--- src/rtl/sfcr_pkg.sv ---
package sfcr_pkg;

	// Receive buffer depth in bytes; a line or frame longer than this overflows.
	localparam int BUFFER_DEPTH = 64;

	// Width of the byte counter, wide enough to hold BUFFER_DEPTH itself.
	localparam int CNT_W = $clog2(BUFFER_DEPTH + 1);

	// Frame byte positions that feed the decoded fields.
	localparam int FB_FIRST = 2;
	localparam int FB_LAST  = 24;

	// Output word width: 150 bits of fields, padded to whole bytes.
	localparam int OUT_W = 152;

	// Special byte values.
	localparam logic [7:0] SYNC_BYTE = 8'hAA;
	localparam logic [7:0] CHAR_A    = 8'h41;
	localparam logic [7:0] CHAR_CR   = 8'h0D;
	localparam logic [7:0] CHAR_LF   = 8'h0A;

	localparam logic [11:0] YEAR_BASE = 12'd2000;

	// Event codes.
	localparam logic [2:0] EV_OK       = 3'd0;
	localparam logic [2:0] EV_XOR      = 3'd1;
	localparam logic [2:0] EV_RESTORE  = 3'd2;
	localparam logic [2:0] EV_ECHO_OFF = 3'd3;
	localparam logic [2:0] EV_MAC      = 3'd4;
	localparam logic [2:0] EV_OTHER    = 3'd5;
	localparam logic [2:0] EV_OVERFLOW = 3'd6;

	// Command match flag bits.
	localparam int MF_RESTORE = 0;
	localparam int MF_ECHO    = 1;
	localparam int MF_MAC     = 2;

	// Command strings, first character at index zero.
	localparam logic [7:0] PAT_RESTORE [10] = '{
		8'h41, 8'h54, 8'h2B, 8'h52, 8'h45, 8'h53, 8'h54, 8'h4F, 8'h52, 8'h45
	};
	localparam logic [7:0] PAT_ECHO [4] = '{8'h41, 8'h54, 8'h45, 8'h30};
	localparam logic [7:0] PAT_MAC [12] = '{
		8'h41, 8'h54, 8'h2B, 8'h43, 8'h49, 8'h50,
		8'h53, 8'h54, 8'h41, 8'h4D, 8'h41, 8'h43
	};

	// Decoded fields of a good binary frame.
	typedef struct packed {
		logic [31:0] alert_window;
		logic [7:0]  alert_flag;
		logic [7:0]  battery_level;
		logic [7:0]  message_id_narrow;
		logic [23:0] time_of_day;
		logic [15:0] month_and_day;
		logic [11:0] year;
		logic [7:0]  reed_state;
		logic [15:0] message_id_wide;
		logic [7:0]  command;
	} frame_fields_t;

	// High nibble times ten plus low nibble, for any nibble values.
	function automatic logic [7:0] bcd_decode(input logic [7:0] v);
		logic [7:0] hi;
		hi = {4'b0, v[7:4]};
		return (hi << 3) + (hi << 1) + {4'b0, v[3:0]};
	endfunction

	// Clears the match flag of every command string that the byte at pos rules out.
	function automatic logic [2:0] match_next(
		input logic [2:0]       flags,
		input logic [CNT_W-1:0] pos,
		input logic [7:0]       c
	);
		logic [2:0] f;
		f = flags;
		if (pos >= CNT_W'(10)) begin
			f[MF_RESTORE] = 1'b0;
		end else if (PAT_RESTORE[pos[3:0]] != c) begin
			f[MF_RESTORE] = 1'b0;
		end
		if (pos >= CNT_W'(4)) begin
			f[MF_ECHO] = 1'b0;
		end else if (PAT_ECHO[pos[1:0]] != c) begin
			f[MF_ECHO] = 1'b0;
		end
		if (pos < CNT_W'(12)) begin
			if (PAT_MAC[pos[3:0]] != c) begin
				f[MF_MAC] = 1'b0;
			end
		end
		return f;
	endfunction

endpackage

--- src/rtl/sfcr_fields.sv ---
module sfcr_fields import sfcr_pkg::*; (
	input  logic [FB_LAST:FB_FIRST][7:0] fb,      // captured frame bytes
	input  logic [CNT_W-1:0]             cnt,     // position of the byte now arriving
	input  logic [7:0]                   data_in, // byte now arriving
	output frame_fields_t                fields
);

	logic [FB_LAST:FB_FIRST][7:0] got;

	// Merge in the arriving byte; positions not yet received read as zero.
	always_comb begin
		for (int i = FB_FIRST; i <= FB_LAST; i++) begin
			if (CNT_W'(i) > cnt) begin
				got[i] = 8'h00;
			end else if (CNT_W'(i) == cnt) begin
				got[i] = data_in;
			end else begin
				got[i] = fb[i];
			end
		end
	end

	// Field decode, including the BCD date and time.
	always_comb begin
		fields.command           = got[2];
		fields.message_id_wide   = {got[9], got[10]};
		fields.reed_state        = got[11];
		fields.year              = YEAR_BASE + {4'b0, bcd_decode(got[12])};
		fields.month_and_day     = {bcd_decode(got[13]), bcd_decode(got[14])};
		fields.time_of_day       = {bcd_decode(got[15]), bcd_decode(got[16]),
			bcd_decode(got[17])};
		fields.message_id_narrow = got[18];
		fields.battery_level     = got[19];
		fields.alert_flag        = got[20];
		fields.alert_window      = {got[21], got[22], got[23], got[24]};
	end

endmodule

--- src/rtl/serial_frame_and_command_receiver.sv ---
// Channel   Direction  Width  Contents
// s_axis    in         8      received serial byte
// m_axis    out        152    event, decoded frame fields, line length
//
// Each byte is registered on entry and then handled from the input register; the
// result for the byte that completes a line or frame is held in the output register.
// One byte is taken every cycle while the output side keeps up.
// Asynchronous reset returns the receiver to idle with the output empty.
// A stalled output holds its word and stops the input stage behind it.
module serial_frame_and_command_receiver import sfcr_pkg::*; (
	input  logic             clk,
	input  logic             arst_n,
	input  logic             s_axis_tvalid,
	output logic             s_axis_tready,
	input  logic [7:0]       s_axis_tdata,  // [7:0] data_byte
	output logic             m_axis_tvalid,
	input  logic             m_axis_tready,
	// [2:0] event_res, [10:3] command, [26:11] message_id_wide, [34:27] reed_state,
	// [46:35] year, [62:47] month_and_day, [86:63] time_of_day,
	// [94:87] message_id_narrow, [102:95] battery_level, [110:103] alert_flag,
	// [142:111] alert_window, [149:143] line_length, [151:150] zero
	output logic [OUT_W-1:0] m_axis_tdata
);

	logic                         valid_s1;
	logic [7:0]                   data_s1;
	logic                         out_valid_s2;
	logic [OUT_W-1:0]             out_data_s2;

	logic [CNT_W-1:0]             cnt_q;
	logic                         text_q;
	logic [7:0]                   xor_q;
	logic [7:0]                   len_q;
	logic [2:0]                   flags_q;
	logic [FB_LAST:FB_FIRST][7:0] fb_q;

	logic                         out_free;
	logic                         adv;
	logic                         idle;
	logic                         is_start;
	logic                         term;
	logic                         ovf;
	logic                         store;
	logic                         done_bin;
	logic                         res;
	logic                         frame_ok;
	logic [CNT_W-1:0]             cnt_inc;
	logic [7:0]                   len_nx;
	logic [7:0]                   xor_nx;
	logic [2:0]                   ev;
	logic [CNT_W-1:0]             line_len;
	frame_fields_t                dec_fields;
	frame_fields_t                res_fields;

	// Handshake: the input stage moves on when the output register can take a word.
	assign out_free      = !out_valid_s2 || m_axis_tready;
	assign adv           = valid_s1 && out_free;
	assign s_axis_tready = !valid_s1 || out_free;
	assign m_axis_tvalid = out_valid_s2;
	assign m_axis_tdata  = out_data_s2;

	// Input register.
	always_ff @(posedge clk or negedge arst_n) begin
		if (!arst_n) begin
			valid_s1 <= 1'b0;
		end else if (s_axis_tready) begin
			valid_s1 <= s_axis_tvalid;
		end
	end

	always_ff @(posedge clk) begin
		if (s_axis_tready && s_axis_tvalid) begin
			data_s1 <= s_axis_tdata;
		end
	end

	sfcr_fields u_fields (
		.fb      (fb_q),
		.cnt     (cnt_q),
		.data_in (data_s1),
		.fields  (dec_fields)
	);

	// Byte classification and result selection.
	always_comb begin
		idle     = (cnt_q == '0);
		is_start = (data_s1 == SYNC_BYTE) || (data_s1 == CHAR_A);
		term     = !idle && text_q && ((data_s1 == CHAR_CR) || (data_s1 == CHAR_LF));
		ovf      = !idle && !term && (cnt_q >= CNT_W'(BUFFER_DEPTH));
		store    = !idle && !term && !ovf;
		cnt_inc  = cnt_q + CNT_W'(1);
		len_nx   = (cnt_q == CNT_W'(1)) ? data_s1 : len_q;
		xor_nx   = xor_q ^ data_s1;
		done_bin = store && !text_q && ({2'b0, cnt_inc} == ({1'b0, len_nx} + 9'd2));
		res      = term || ovf || done_bin;
		frame_ok = done_bin && (xor_nx == 8'h00);

		if (term) begin
			if (flags_q[MF_RESTORE] && (cnt_q == CNT_W'(10))) begin
				ev = EV_RESTORE;
			end else if (flags_q[MF_ECHO] && (cnt_q == CNT_W'(4))) begin
				ev = EV_ECHO_OFF;
			end else if (flags_q[MF_MAC] && (cnt_q >= CNT_W'(12))) begin
				ev = EV_MAC;
			end else begin
				ev = EV_OTHER;
			end
			line_len = cnt_q;
		end else if (ovf) begin
			ev       = EV_OVERFLOW;
			line_len = CNT_W'(BUFFER_DEPTH);
		end else begin
			ev       = frame_ok ? EV_OK : EV_XOR;
			line_len = cnt_inc;
		end

		res_fields = frame_ok ? dec_fields : '0;
	end

	// Receiver state.
	always_ff @(posedge clk or negedge arst_n) begin
		if (!arst_n) begin
			cnt_q   <= '0;
			text_q  <= 1'b0;
			xor_q   <= 8'h00;
			len_q   <= 8'h00;
			flags_q <= 3'b111;
		end else if (adv) begin
			if (idle) begin
				if (is_start) begin
					cnt_q   <= CNT_W'(1);
					text_q  <= (data_s1 == CHAR_A);
					xor_q   <= 8'h00;
					flags_q <= match_next(3'b111, '0, data_s1);
				end
			end else if (store) begin
				cnt_q   <= done_bin ? '0 : cnt_inc;
				xor_q   <= xor_nx;
				len_q   <= len_nx;
				flags_q <= match_next(flags_q, cnt_q, data_s1);
			end else begin
				cnt_q <= '0;
			end
		end
	end

	// Frame bytes at the decoded positions.
	always_ff @(posedge clk) begin
		for (int i = FB_FIRST; i <= FB_LAST; i++) begin
			if (adv && store && (cnt_q == CNT_W'(i))) begin
				fb_q[i] <= data_s1;
			end
		end
	end

	// Output register.
	always_ff @(posedge clk or negedge arst_n) begin
		if (!arst_n) begin
			out_valid_s2 <= 1'b0;
		end else if (out_free) begin
			out_valid_s2 <= adv && res;
		end
	end

	always_ff @(posedge clk) begin
		if (adv && res) begin
			out_data_s2 <= {2'b00, line_len, res_fields, ev};
		end
	end

	// After any result the receiver is idle again.
	assert property (@(posedge clk) disable iff (!arst_n)
		(adv && res) |=> (cnt_q == '0))
		else $error("receiver not idle after a result");

	// A byte other than a start byte leaves an idle receiver idle.
	assert property (@(posedge clk) disable iff (!arst_n)
		(adv && idle && !is_start) |=> (cnt_q == '0))
		else $error("idle receiver left idle on a non-start byte");

	// The text flag changes only when a new line or frame starts.
	assert property (@(posedge clk) disable iff (!arst_n)
		!(adv && idle) |=> $stable(text_q))
		else $error("text flag changed inside a line or frame");

	// An overflow word always carries the buffer depth as its length.
	assert property (@(posedge clk) disable iff (!arst_n)
		(out_valid_s2 && (out_data_s2[2:0] == EV_OVERFLOW))
		|-> (out_data_s2[149:143] == CNT_W'(BUFFER_DEPTH)))
		else $error("overflow word with wrong length");

endmodule

--- config.mk ---
export PLATFORM = sky130hd
export DESIGN_NAME = serial_frame_and_command_receiver
export DESIGN_NICKNAME = d
export VERILOG_FILES = /design/src/rtl/sfcr_pkg.sv /design/src/rtl/sfcr_fields.sv /design/src/rtl/serial_frame_and_command_receiver.sv
export SDC_FILE = /design/constraint.sdc
export NUM_CORES = 1
export LEC_CHECK = 0
export ABC_AREA = 1
export BUFFER_PORTS_ARGS = -buffer_cell sky130_fd_sc_hd__buf_2
export CAP_MARGIN = 20
export CORE_ASPECT_RATIO = 1.25
export CORE_MARGIN = 8
export CORE_UTILIZATION = 50
export DETAILED_ROUTE_END_ITERATION = 10
export GPL_TIMING_DRIVEN = 1
export PLACE_DENSITY = 0.7
export SYNTH_ARGS = -nofsm -noshare
export SYNTH_HDL_FRONTEND = slang
export SYNTH_SLANG_ARGS = --single-unit
--- constraint.sdc ---
create_clock -name clk -period 8.68 [get_ports clk]
set_input_delay 0.868 -clock clk [delete_from_list [all_inputs] [get_ports clk]]
set_output_delay 0.868 -clock clk [all_outputs]
set_load 0.1 [all_outputs]
==> flow_summary.json, run 1 <==
{
  "met3WireLength_microns": 2537,
  "worst_r2r_endpoint": "m_axis_tdata[139]$_SDFFCE_PP0P_",
  "synth.distinct_cells": 43,
  "clock-sinks": 323,
  "fmax_mhz": 192.0,
  "rsz0062_at_grt": "false",
  "ys_seq_area_share_pct": 61.78,
  "critPathArrivalTime_ps": 5430,
  "cts.repair.resized": 0,
  "status": "finished clean",
  "routedWlPerCell_microns": 18.99,
  "synthesis.area_sq_mm": 0.01547,
  "syn_area_per_cell_sq_um": 10.76,
  "grt_usage_pct": 20.42,
  "cp_num_buf_inv": 4,
  "worst_pin_slew_ps": 1056,
  "postSynthCellCount": 1438,
  "power_mw": 6.245,
  "cts_tree": "built",
  "fin_ws_ps": 3472,
  "slew_headroom_pct": 29.60,
  "preCtsSetupSlack_ps": 3552,
  "leakage_nw": 7.154,
  "final_area_sq_mm": 0.01777,
  "met2_length_microns": 19330,
  "synthFlopType": "edfxtp_1",
  "endpoint": "m_axis_tdata[139]$_SDFFCE_PP0P_",
  "critPathTopFamily": "simple AND/OR/NAND/NOR gates",
  "core_sq_mm": 0.03072,
  "grt_max_degree": 88,
  "grt_pass1_vias": 10883,
  "wirelength_met1_microns": 14970,
  "hold_class": "input port to async pin",
  "wirelength_microns": 38540,
  "period_share_pct": 60.00,
  "antenna_left": 0,
  "hold_buffers": 0,
  "finalMaxSlewViolations": 0,
  "cts_inserted_buffers": 31,
  "topRoutingLayerUsed": "met4",
  "critPathMaxFanout": 87,
  "fin_crit_ps": 5208,
  "maxCapViolCount": 0,
  "drive_gt1_share_pct": 18.61,
  "fillers": 2556,
  "portBuffers": 163,
  "clk_path_buf_depth": 3,
  "reg2reg_depth": 14,
  "regToRegStartpoint": "cnt_q[1]$_DFFE_PN0P_",
  "fp.dieW_microns": 173.3,
  "cp-startpoint": "cnt_q[1]$_DFFE_PN0P_",
  "design.portCount": 166,
  "firstDrtPassIters": 6,
  "drcViolationCount": 0,
  "fin_setup_tns_ps": 0,
  "grt_pass1_wl_microns": 59780,
  "clk_pin_slew_worst_paths_ps": 70,
  "end_kind": "flip-flop",
  "antenna_cells": 0,
  "synth_top_cell_by_area": "edfxtp_1",
  "fin_nets": 1673,
  "placed_cell_area_sq_mm": 0.01667,
  "crit_path_max_incr_delay_ps": 740,
  "synth_top_area_share_pct": 57.06,
  "synth_area_leaders": "edfxtp_1 (57%), nor2_1 (6.9%), dfrtp_1 (4.2%), ha_1 (4.1%), nand2_1 (4.0%)",
  "drtIter0Drc": 951,
  "areaGrowthSynthToFinish_pct": 14.85,
  "die_h_microns": 212.7,
  "start_kind": "flip-flop",
  "viasPerCell": 5.425,
  "yosysWarnings": 0,
  "clock_latency_ps": 590,
  "required_ps": 8900,
  "globalplace.congestion": 0.9711,
  "r2r_setup_slack_ps": 3470,
  "dp_hpwl_microns": 25890,
  "start_util_pct": 50.36,
  "clock_tree.root_cell": "clkbuf_16",
  "critPathKind": "flip-flop to flip-flop",
  "rows": 72,
  "crit_slowest_cell": "buf_4",
  "cts_setup_buffers": 0,
  "cts_max_level": 1,
  "path_cells": "inv_1 -> ha_1 -> inv_1 -> nor2_4 -> nand2_4 -> o21ai_1 -> o21bai_1 -> nand3_1 -> nand2_2 -> nand3_1 -> nand2_1 -> nand2_1 -> inv_6 -> buf_4",
  "clock_skew_ps": 26.35,
  "antenna_found_initial": 0,
  "power_density_mw_per_mm2": 351.5,
  "ys_ff_latch": 323,
  "synth_edf_count": 294,
  "grt.overflow.total": 0,
  "async_reset_ff_share_pct": 8.978,
  "die-area_sq_mm": 0.03686,
  "hold_viol_final": 0,
  "setup_viol": 0,
  "path_depth": 14,
  "peakVddDrop_mv": 0.1838,
  "vias": 11013
}
## placed cells by master (no fill, tap or decap), types with 6 or more instances in the layout
cell | synthesis | routed
ha_1 | 51 | 51
edfxtp_1 | 294 | 294
dfrtp_1 | 26 | 26
inv_2 | 6 | 6
nand4_4 | 9 | 9
nor3_1 | 7 | 7
nand4_1 | 14 | 14
nand2_1 | 166 | 166
a211oi_1 | 6 | 6
buf_2 | 11 | 164
clkinv_2 | 0 | 8
xor2_1 | 20 | 20
fa_1 | 12 | 12
o211ai_1 | 10 | 10
xnor2_1 | 15 | 15
a21oi_1 | 124 | 124
nor2_1 | 283 | 282
nor2_2 | 19 | 20
buf_4 | 3 | 21
a31oi_1 | 7 | 7
clkbuf_16 | 0 | 31
nand2_2 | 10 | 10
o31ai_1 | 8 | 8
nand3_1 | 66 | 65
o21ai_0 | 75 | 75
inv_1 | 114 | 113
## worst min path at each step
stage                      startpoint                      to  slack [ps]  cells after the start
6_report                       arst_n    xor_q[4]$_DFFE_PN0P_         330                      1
5_1_grt                        arst_n    xor_q[4]$_DFFE_PN0P_         370                      1
4_1_cts                        arst_n    xor_q[0]$_DFFE_PN0P_         340                      1
3_5_place_dp   flags_q[2]$_DFFE_PN1P_  flags_q[2]$_DFFE_PN1P_         450                      2
3_3_place_gp   flags_q[2]$_DFFE_PN1P_  flags_q[2]$_DFFE_PN1P_         450                      2
2_1_floorplan  flags_q[2]$_DFFE_PN1P_  flags_q[2]$_DFFE_PN1P_         440                      2
## cells in the mapped netlist (2+ instances only)
cell	n
xor2_1	20
buf_6	4
nand2_4	3
buf_1	4
o31ai_1	8
nor4_1	5
xnor2_1	15
nand4_4	9
nand3_1	66
or2_2	3
fa_1	12
inv_1	114
nor2_2	19
a211oi_1	6
a31oi_1	7
edfxtp_1	294
nand2_2	10
buf_4	3
o21ai_0	75
buf_2	11
ha_1	51
o21bai_1	2
nor3_1	7
inv_2	6
nor2_1	283
dfrtp_1	26
a21oi_1	124
nor2_4	3
dfstp_2	3
nand2_1	166
nand4_1	14
o21ai_1	2
o22ai_1	5
o211ai_1	10
clkbuf_1	38
nand3_2	3
## cell type report
class                   count  area (sq um)  area share [%]
well taps                 407         509.2           2.866
multi-input cells         933          5161           29.05
clock inverters            23         265.3           1.493
inverters                 122         467.9           2.634
clock buffers              35         800.8           4.507
repair buffers            187          1006           5.662
flip-flops and latches    323          9558           53.79
## logic make-up after synthesis
group | synth area share [%]
compound gates | 8.306
other cells | 0.02424
xor+xnor | 1.981
fa+ha+maj | 5.677
flops | 61.78
buf+inv | 4.933
simple gates | 17.30
## stage by stage
stage / cells / utilization, % / hold WS, ps
finish: 2030 / 57.84 / 327.3
global route: 2030 / 57.84 / 370.9
CTS: 2027 / 57.73 / 337.0
detailed placement: 1969 / 54.26 / 452.3
global placement: 1969 / 54.26 / 452.7
floorplan: 1439 / - / 439.7
## flip-flops by register name, summed over array words and instances (netlist names)
| register | cells |
|---|---|
| text_q | 1 |
| m_axis_tdata | 150 |
| cnt_q | 7 |
| len_q | 8 |
| valid_s1 | 1 |
| fb_q | 136 |
| flags_q | 3 |
| data_s1 | 8 |
| xor_q | 8 |
| m_axis_tvalid | 1 |
## routing by layer
layer / vias to the layer above / global-route usage [%]
met5: - / 0
met3: 110 / 3.343
li1: 5263 / -
met4: 0 / 9.708
met2: 435 / 35.83
met1: 5205 / 24.35
## where the power goes
part	internal, mW	switching [mW]
Clock	0.816	0.583
Sequential	1.96	0.103
Combinational	0.581	2.20
(Power assumes the default switching activity.)
==> run 2, diff against run 1 <==
PLACE_DENSITY = 0.72   (was 0.7)
clock period = 4.79 ns   (was 8.68 ns; I/O delays follow)
==> flow_summary.json, run 2 (same netlist as run 1, synthesis figures left out) <==
{
  "status": "finished clean",
  "fillers": 2536,
  "end_kind": "flip-flop",
  "globalplace.congestion": 0.9390,
  "placed_cell_area_sq_mm": 0.01685,
  "regToRegStartpoint": "cnt_q[0]$_DFFE_PN0P_",
  "areaGrowthSynthToFinish_pct": 15.45,
  "largest_register_ffs": 150,
  "core_sq_mm": 0.03072,
  "wirelength_microns": 40140,
  "drtIter0Drc": 940,
  "clock-sinks": 323,
  "finalMaxSlewViolations": 0,
  "seq_area_sq_mm": 0.009559,
  "clk_pin_slew_worst_paths_ps": 70,
  "drive_gt1_share_pct": 19.67,
  "slew_headroom_pct": 45.29,
  "fmax_mhz": 242.9,
  "multi_input_area_sq_mm": 0.005199,
  "antenna_found_initial": 0,
  "period_share_pct": 85.94,
  "final_common_cell": "edfxtp_1",
  "critPathMaxFanout": 14,
  "final_area_sq_mm": 0.01786,
  "vias": 11133,
  "peakVddDrop_mv": 0.4432,
  "cts.repair.resized": 0,
  "final_util_pct": 58.15,
  "dp_cells": 1984,
  "cts_max_level": 1,
  "finalNonFillerCells": 2044,
  "worst_r2r_endpoint": "m_axis_tdata[46]$_SDFFCE_PP0P_",
  "r2r_setup_slack_ps": 670,
  "layout_common_cells": "edfxtp_1 (294), nor2_1 (282), nand2_1 (163), buf_2 (163), a21oi_1 (124)",
  "dp_hpwl_microns": 27670,
  "die-area_sq_mm": 0.03686,
  "rows": 72,
  "start_util_pct": 50.36,
  "grt_pass1_vias": 10977,
  "reg2reg_depth": 17,
  "grt.overflow.total": 0,
  "grt_pass1_wl_microns": 61660,
  "grt_usage_pct": 21.24,
  "hp-start": "s_axis_tdata[2]",
  "power_mw": 11.30,
  "cts_tree": "built",
  "hold_depth": 1,
  "clk_path_buf_depth": 3,
  "clock_tree.root_cell": "clkbuf_16",
  "die_h_microns": 212.7,
  "hold_class": "input port to flip-flop",
  "fin_nets": 1687,
  "critPathArrivalTime_ps": 4420,
  "critPathKind": "flip-flop to flip-flop",
  "rsz0062_at_grt": "false",
  "leakage_nw": 7.182,
  "setup_viol": 0,
  "antenna_left": 0,
  "clock_latency_ps": 580,
  "firstDrtPassIters": 5,
  "routedWlPerCell_microns": 19.64,
  "antenna_cells": 0,
  "clock_skew_ps": 22.11,
  "fin_setup_tns_ps": 0,
  "power_density_mw_per_mm2": 632.5,
  "start_kind": "flip-flop",
  "grt_max_degree": 89,
  "portBuffers": 163,
  "worst_pin_slew_ps": 819.7,
  "fp.dieW_microns": 173.3,
  "hold_viol_final": 0,
  "cts_inserted_buffers": 31,
  "min_to": "data_s1[2]$_DFFE_PP_",
  "drcViolationCount": 0,
  "fin_crit_ps": 4116,
  "required_ps": 5090,
  "design.portCount": 166,
  "viasPerCell": 5.447,
  "maxCapViolCount": 0
}
-- run 2: report_power, final --
part	switching (mW)	internal (mW)	leakage (nW)
Sequential	0.197	3.56	3.07
Combinational	4.02	1.12	3.62
Clock	1.05	1.36	0.486
-- run 2: critical path: stages (launching register included) --
cell,delay (ps)
dfrtp_1,580
inv_1,340
ha_1,260
nand2_1,90
nor2_1,410
nor2_1,180
nor3_1,370
inv_1,180
ha_1,310
inv_1,40
ha_1,340
a21oi_1,160
inv_1,50
a31oi_1,170
or2_2,150
nand2_1,70
nor2_1,100
nor2_1,50
-- run 2: timing repair --
| action | in CTS | in global routing |
|---|---|---|
| hold buffers | 1 | 0 |
| hold endpoints to repair | 26 | 0 |
| setup buffers | 0 | 0 |
-- run 2: cell type report --
cell class	instances	share of cell area, %
flip-flops and latches	323	53.52
repair buffers	201	6.318
well taps	407	2.851
clock buffers	36	4.448
inverters	122	2.627
clock inverters	22	1.135
multi-input cells	933	29.10
-- run 2: worst max-delay path by stage --
| stage | startpoint | end | depth (start not counted) |
|---|---|---|---|
| 2_1_floorplan | cnt_q[1]$_DFFE_PN0P_ | m_axis_tdata[0]$_DFFE_PP_ | 22 |
| 3_3_place_gp | cnt_q[0]$_DFFE_PN0P_ | m_axis_tdata[69]$_SDFFCE_PP0P_ | 14 |
| 3_5_place_dp | cnt_q[0]$_DFFE_PN0P_ | m_axis_tdata[69]$_SDFFCE_PP0P_ | 14 |
| 4_1_cts | cnt_q[3]$_DFFE_PN0P_ | m_axis_tdata[69]$_SDFFCE_PP0P_ | 17 |
| 5_1_grt | cnt_q[0]$_DFFE_PN0P_ | m_axis_tdata[46]$_SDFFCE_PP0P_ | 17 |
| 6_report | cnt_q[0]$_DFFE_PN0P_ | m_axis_tdata[46]$_SDFFCE_PP0P_ | 17 |
-- run 2: stage by stage --
step	hold WS, ps	setup slack [ps]
2_1_floorplan	183.4	6.469
3_3_place_gp	457.3	704.2
3_5_place_dp	460.2	703.8
4_1_cts	43.66	671.9
5_1_grt	51.74	199.8
6_report	71.00	673.6
-- run 2: metal layers --
layer | wire length (microns) | GRT usage [%] | vias up
met4 | 1322 | 8.249 | 0
met2 | 20460 | 38.04 | 418
met3 | 2828 | 3.485 | 85
met1 | 15530 | 25.39 | 5330
li1 | - | - | 5300
met5 | 0 | 0 | -
==> run 3, diff against run 2 <==
CORE_UTILIZATION = 53   (was 50)
PLACE_DENSITY = 0.76   (was 0.72)
REMOVE_ABC_BUFFERS = 1   (was not set)
==> flow_summary.json, run 3 (same netlist as run 1, synthesis figures left out) <==
{
  "status": "finished clean",
  "fin_nets": 1687,
  "wirelength_microns": 40070,
  "seqPwrFrac_pct": 33.1,
  "firstDrtPassIters": 5,
  "clock_latency_ps": 580,
  "period_share_pct": 86.99,
  "die-area_sq_mm": 0.03495,
  "fmax_mhz": 240.0,
  "drtIter0Drc": 1032,
  "clock_tree.root_cell": "clkbuf_16",
  "clkPwrFrac_pct": 21.2,
  "end_kind": "flip-flop",
  "slew_headroom_pct": 34.83,
  "clock-sinks": 323,
  "viasPerCell": 5.466,
  "p_switching_mw": 5.298,
  "drcViolationCount": 0,
  "fin_ws_ps": 623.3,
  "areaGrowthSynthToFinish_pct": 15.27,
  "fin_crit_ps": 4167,
  "cts_max_level": 1,
  "finalNonFillerCells": 2031,
  "comb_power_share_pct": 45.7,
  "grt_max_degree": 44,
  "antenna_found_initial": 0,
  "dp_hpwl_microns": 27230,
  "power_mw": 11.31,
  "vias": 11102,
  "clk_path_buf_depth": 3,
  "cts_setup_buffers": 0,
  "dp_cells": 1974,
  "critPathArrivalTime_ps": 4430,
  "rsz0062_at_grt": "false",
  "hold_class": "input port to flip-flop",
  "worst_pin_slew_ps": 974.0,
  "antenna_left": 0,
  "critPathKind": "flip-flop to flip-flop",
  "fp.dieW_microns": 168.8,
  "cts_inserted_buffers": 31,
  "required_ps": 5050,
  "largest_register_ffs": 150,
  "preCtsSetupSlack_ps": 703.5,
  "start_util_pct": 53.37,
  "die_h_microns": 207.0,
  "peakVddDrop_mv": 0.2988,
  "design.portCount": 166,
  "cts_tree": "built",
  "maxCapViolCount": 0,
  "core_sq_mm": 0.02899,
  "final_util_pct": 61.51,
  "grt_usage_pct": 22.59,
  "swShare_pct": 46.86,
  "portBuffers": 163,
  "grt_pass1_wl_microns": 61680,
  "hold_viol_final": 0,
  "globalplace.congestion": 0.9350,
  "finalMaxSlewViolations": 0,
  "start_kind": "flip-flop",
  "critPathMaxFanout": 43,
  "routedWlPerCell_microns": 19.73,
  "hold_buffers": 1,
  "grt_pass1_vias": 10880,
  "clock_skew_ps": 14.85,
  "fillers": 2300,
  "final_common_cell": "edfxtp_1",
  "setup_viol": 0,
  "clk_pin_slew_worst_paths_ps": 70,
  "drive_gt1_share_pct": 19.14,
  "layout_common_cells": "edfxtp_1 (294), nor2_1 (282), nand2_1 (166)",
  "fin_setup_tns_ps": 0,
  "cts.repair.resized": 0,
  "rows": 70,
  "leakage_nw": 7.197,
  "power_density_mw_per_mm2": 634.0,
  "p_int_mw": 6.009,
  "antenna_cells": 0,
  "grt.overflow.total": 0
}
-- run 3: cell count changes in the layout (fill, tap and decap cells not counted), sizes merged --
cell / delta
bufinv: -1
clkinvlp: -1
-- run 3: final cells by class --
cell class	instances	area (sq um)	share of cell area (%)
tap	396	495.5	2.778
multi-input combinational	933	5161	28.94
timing repair buffer	201	1154	6.469
clock inverter	20	182.7	1.024
clock buffer	36	814.5	4.567
sequential	323	9558	53.60
inverter	122	467.9	2.624
-- run 3: final timing paths --
path                                                   to  slack (ps)  cells after the start                  from
setup / recovery           m_axis_tdata[73]$_SDFFCE_PP0P_         620                     22  cnt_q[1]$_DFFE_PN0P_
hold / removal                       data_s1[2]$_DFFE_PP_          70                      1       s_axis_tdata[2]
setup reg to reg           m_axis_tdata[73]$_SDFFCE_PP0P_         620                     22  cnt_q[1]$_DFFE_PN0P_
hold reg to reg                      len_q[6]$_DFFE_PN0P_         470                      2  len_q[6]$_DFFE_PN0P_
max in group asynchronous            len_q[5]$_DFFE_PN0P_        3840                      2                arst_n
min in group asynchronous            cnt_q[5]$_DFFE_PN0P_         490                      2                arst_n
-- run 3: per-stage QoR --
step	hold WS (ps)	instance area, sq um
2_1_floorplan	183.4	15170
3_3_place_gp	455.0	16830
3_5_place_dp	457.1	16830
4_1_cts	51.15	17830
5_1_grt	53.29	17830
6_report	70.12	17830
-- run 3: power groups by stage --
| stage | registers (mW) | clock network (mW) | logic [mW] |
|---|---|---|---|
| after floorplan | 5.54 | 0 | 2.26 |
| after CTS | 3.75 | 2.42 | 5.17 |
| after global placement | 3.80 | 0 | 5.07 |
| final | 3.74 | 2.39 | 5.17 |
| after global routing | 3.78 | 2.51 | 5.57 |
| after detailed placement | 3.80 | 0 | 5.14 |
-- run 3: layer usage --
metal	up-vias	wire, microns	track usage, %	share of wire [%]
li1	5302	-	-	-
met1	5264	15670	28.35	39
met2	446	20100	38.84	50
met3	90	2850	2.930	7.1
met4	0	1446	9.161	3.6
met5	-	0	0	0
-- run 3: worst max-delay path, stage by stage, from the launching register on --
cell and delay (ps):
dfrtp_1 490, inv_1 270, ha_1 220, inv_1 90
nor2_4 330, nand2_4 190, nand2_1 100, nand2_1 110
ha_1 330, inv_1 60, nor2_1 30, nor2_1 110
nand4_1 120, inv_1 80, nand2_1 50, nor2_1 80
nand3_1 70, nor2_1 80, nand3_1 110, nand2_1 110
nand2_1 140, inv_6 320, buf_12 290
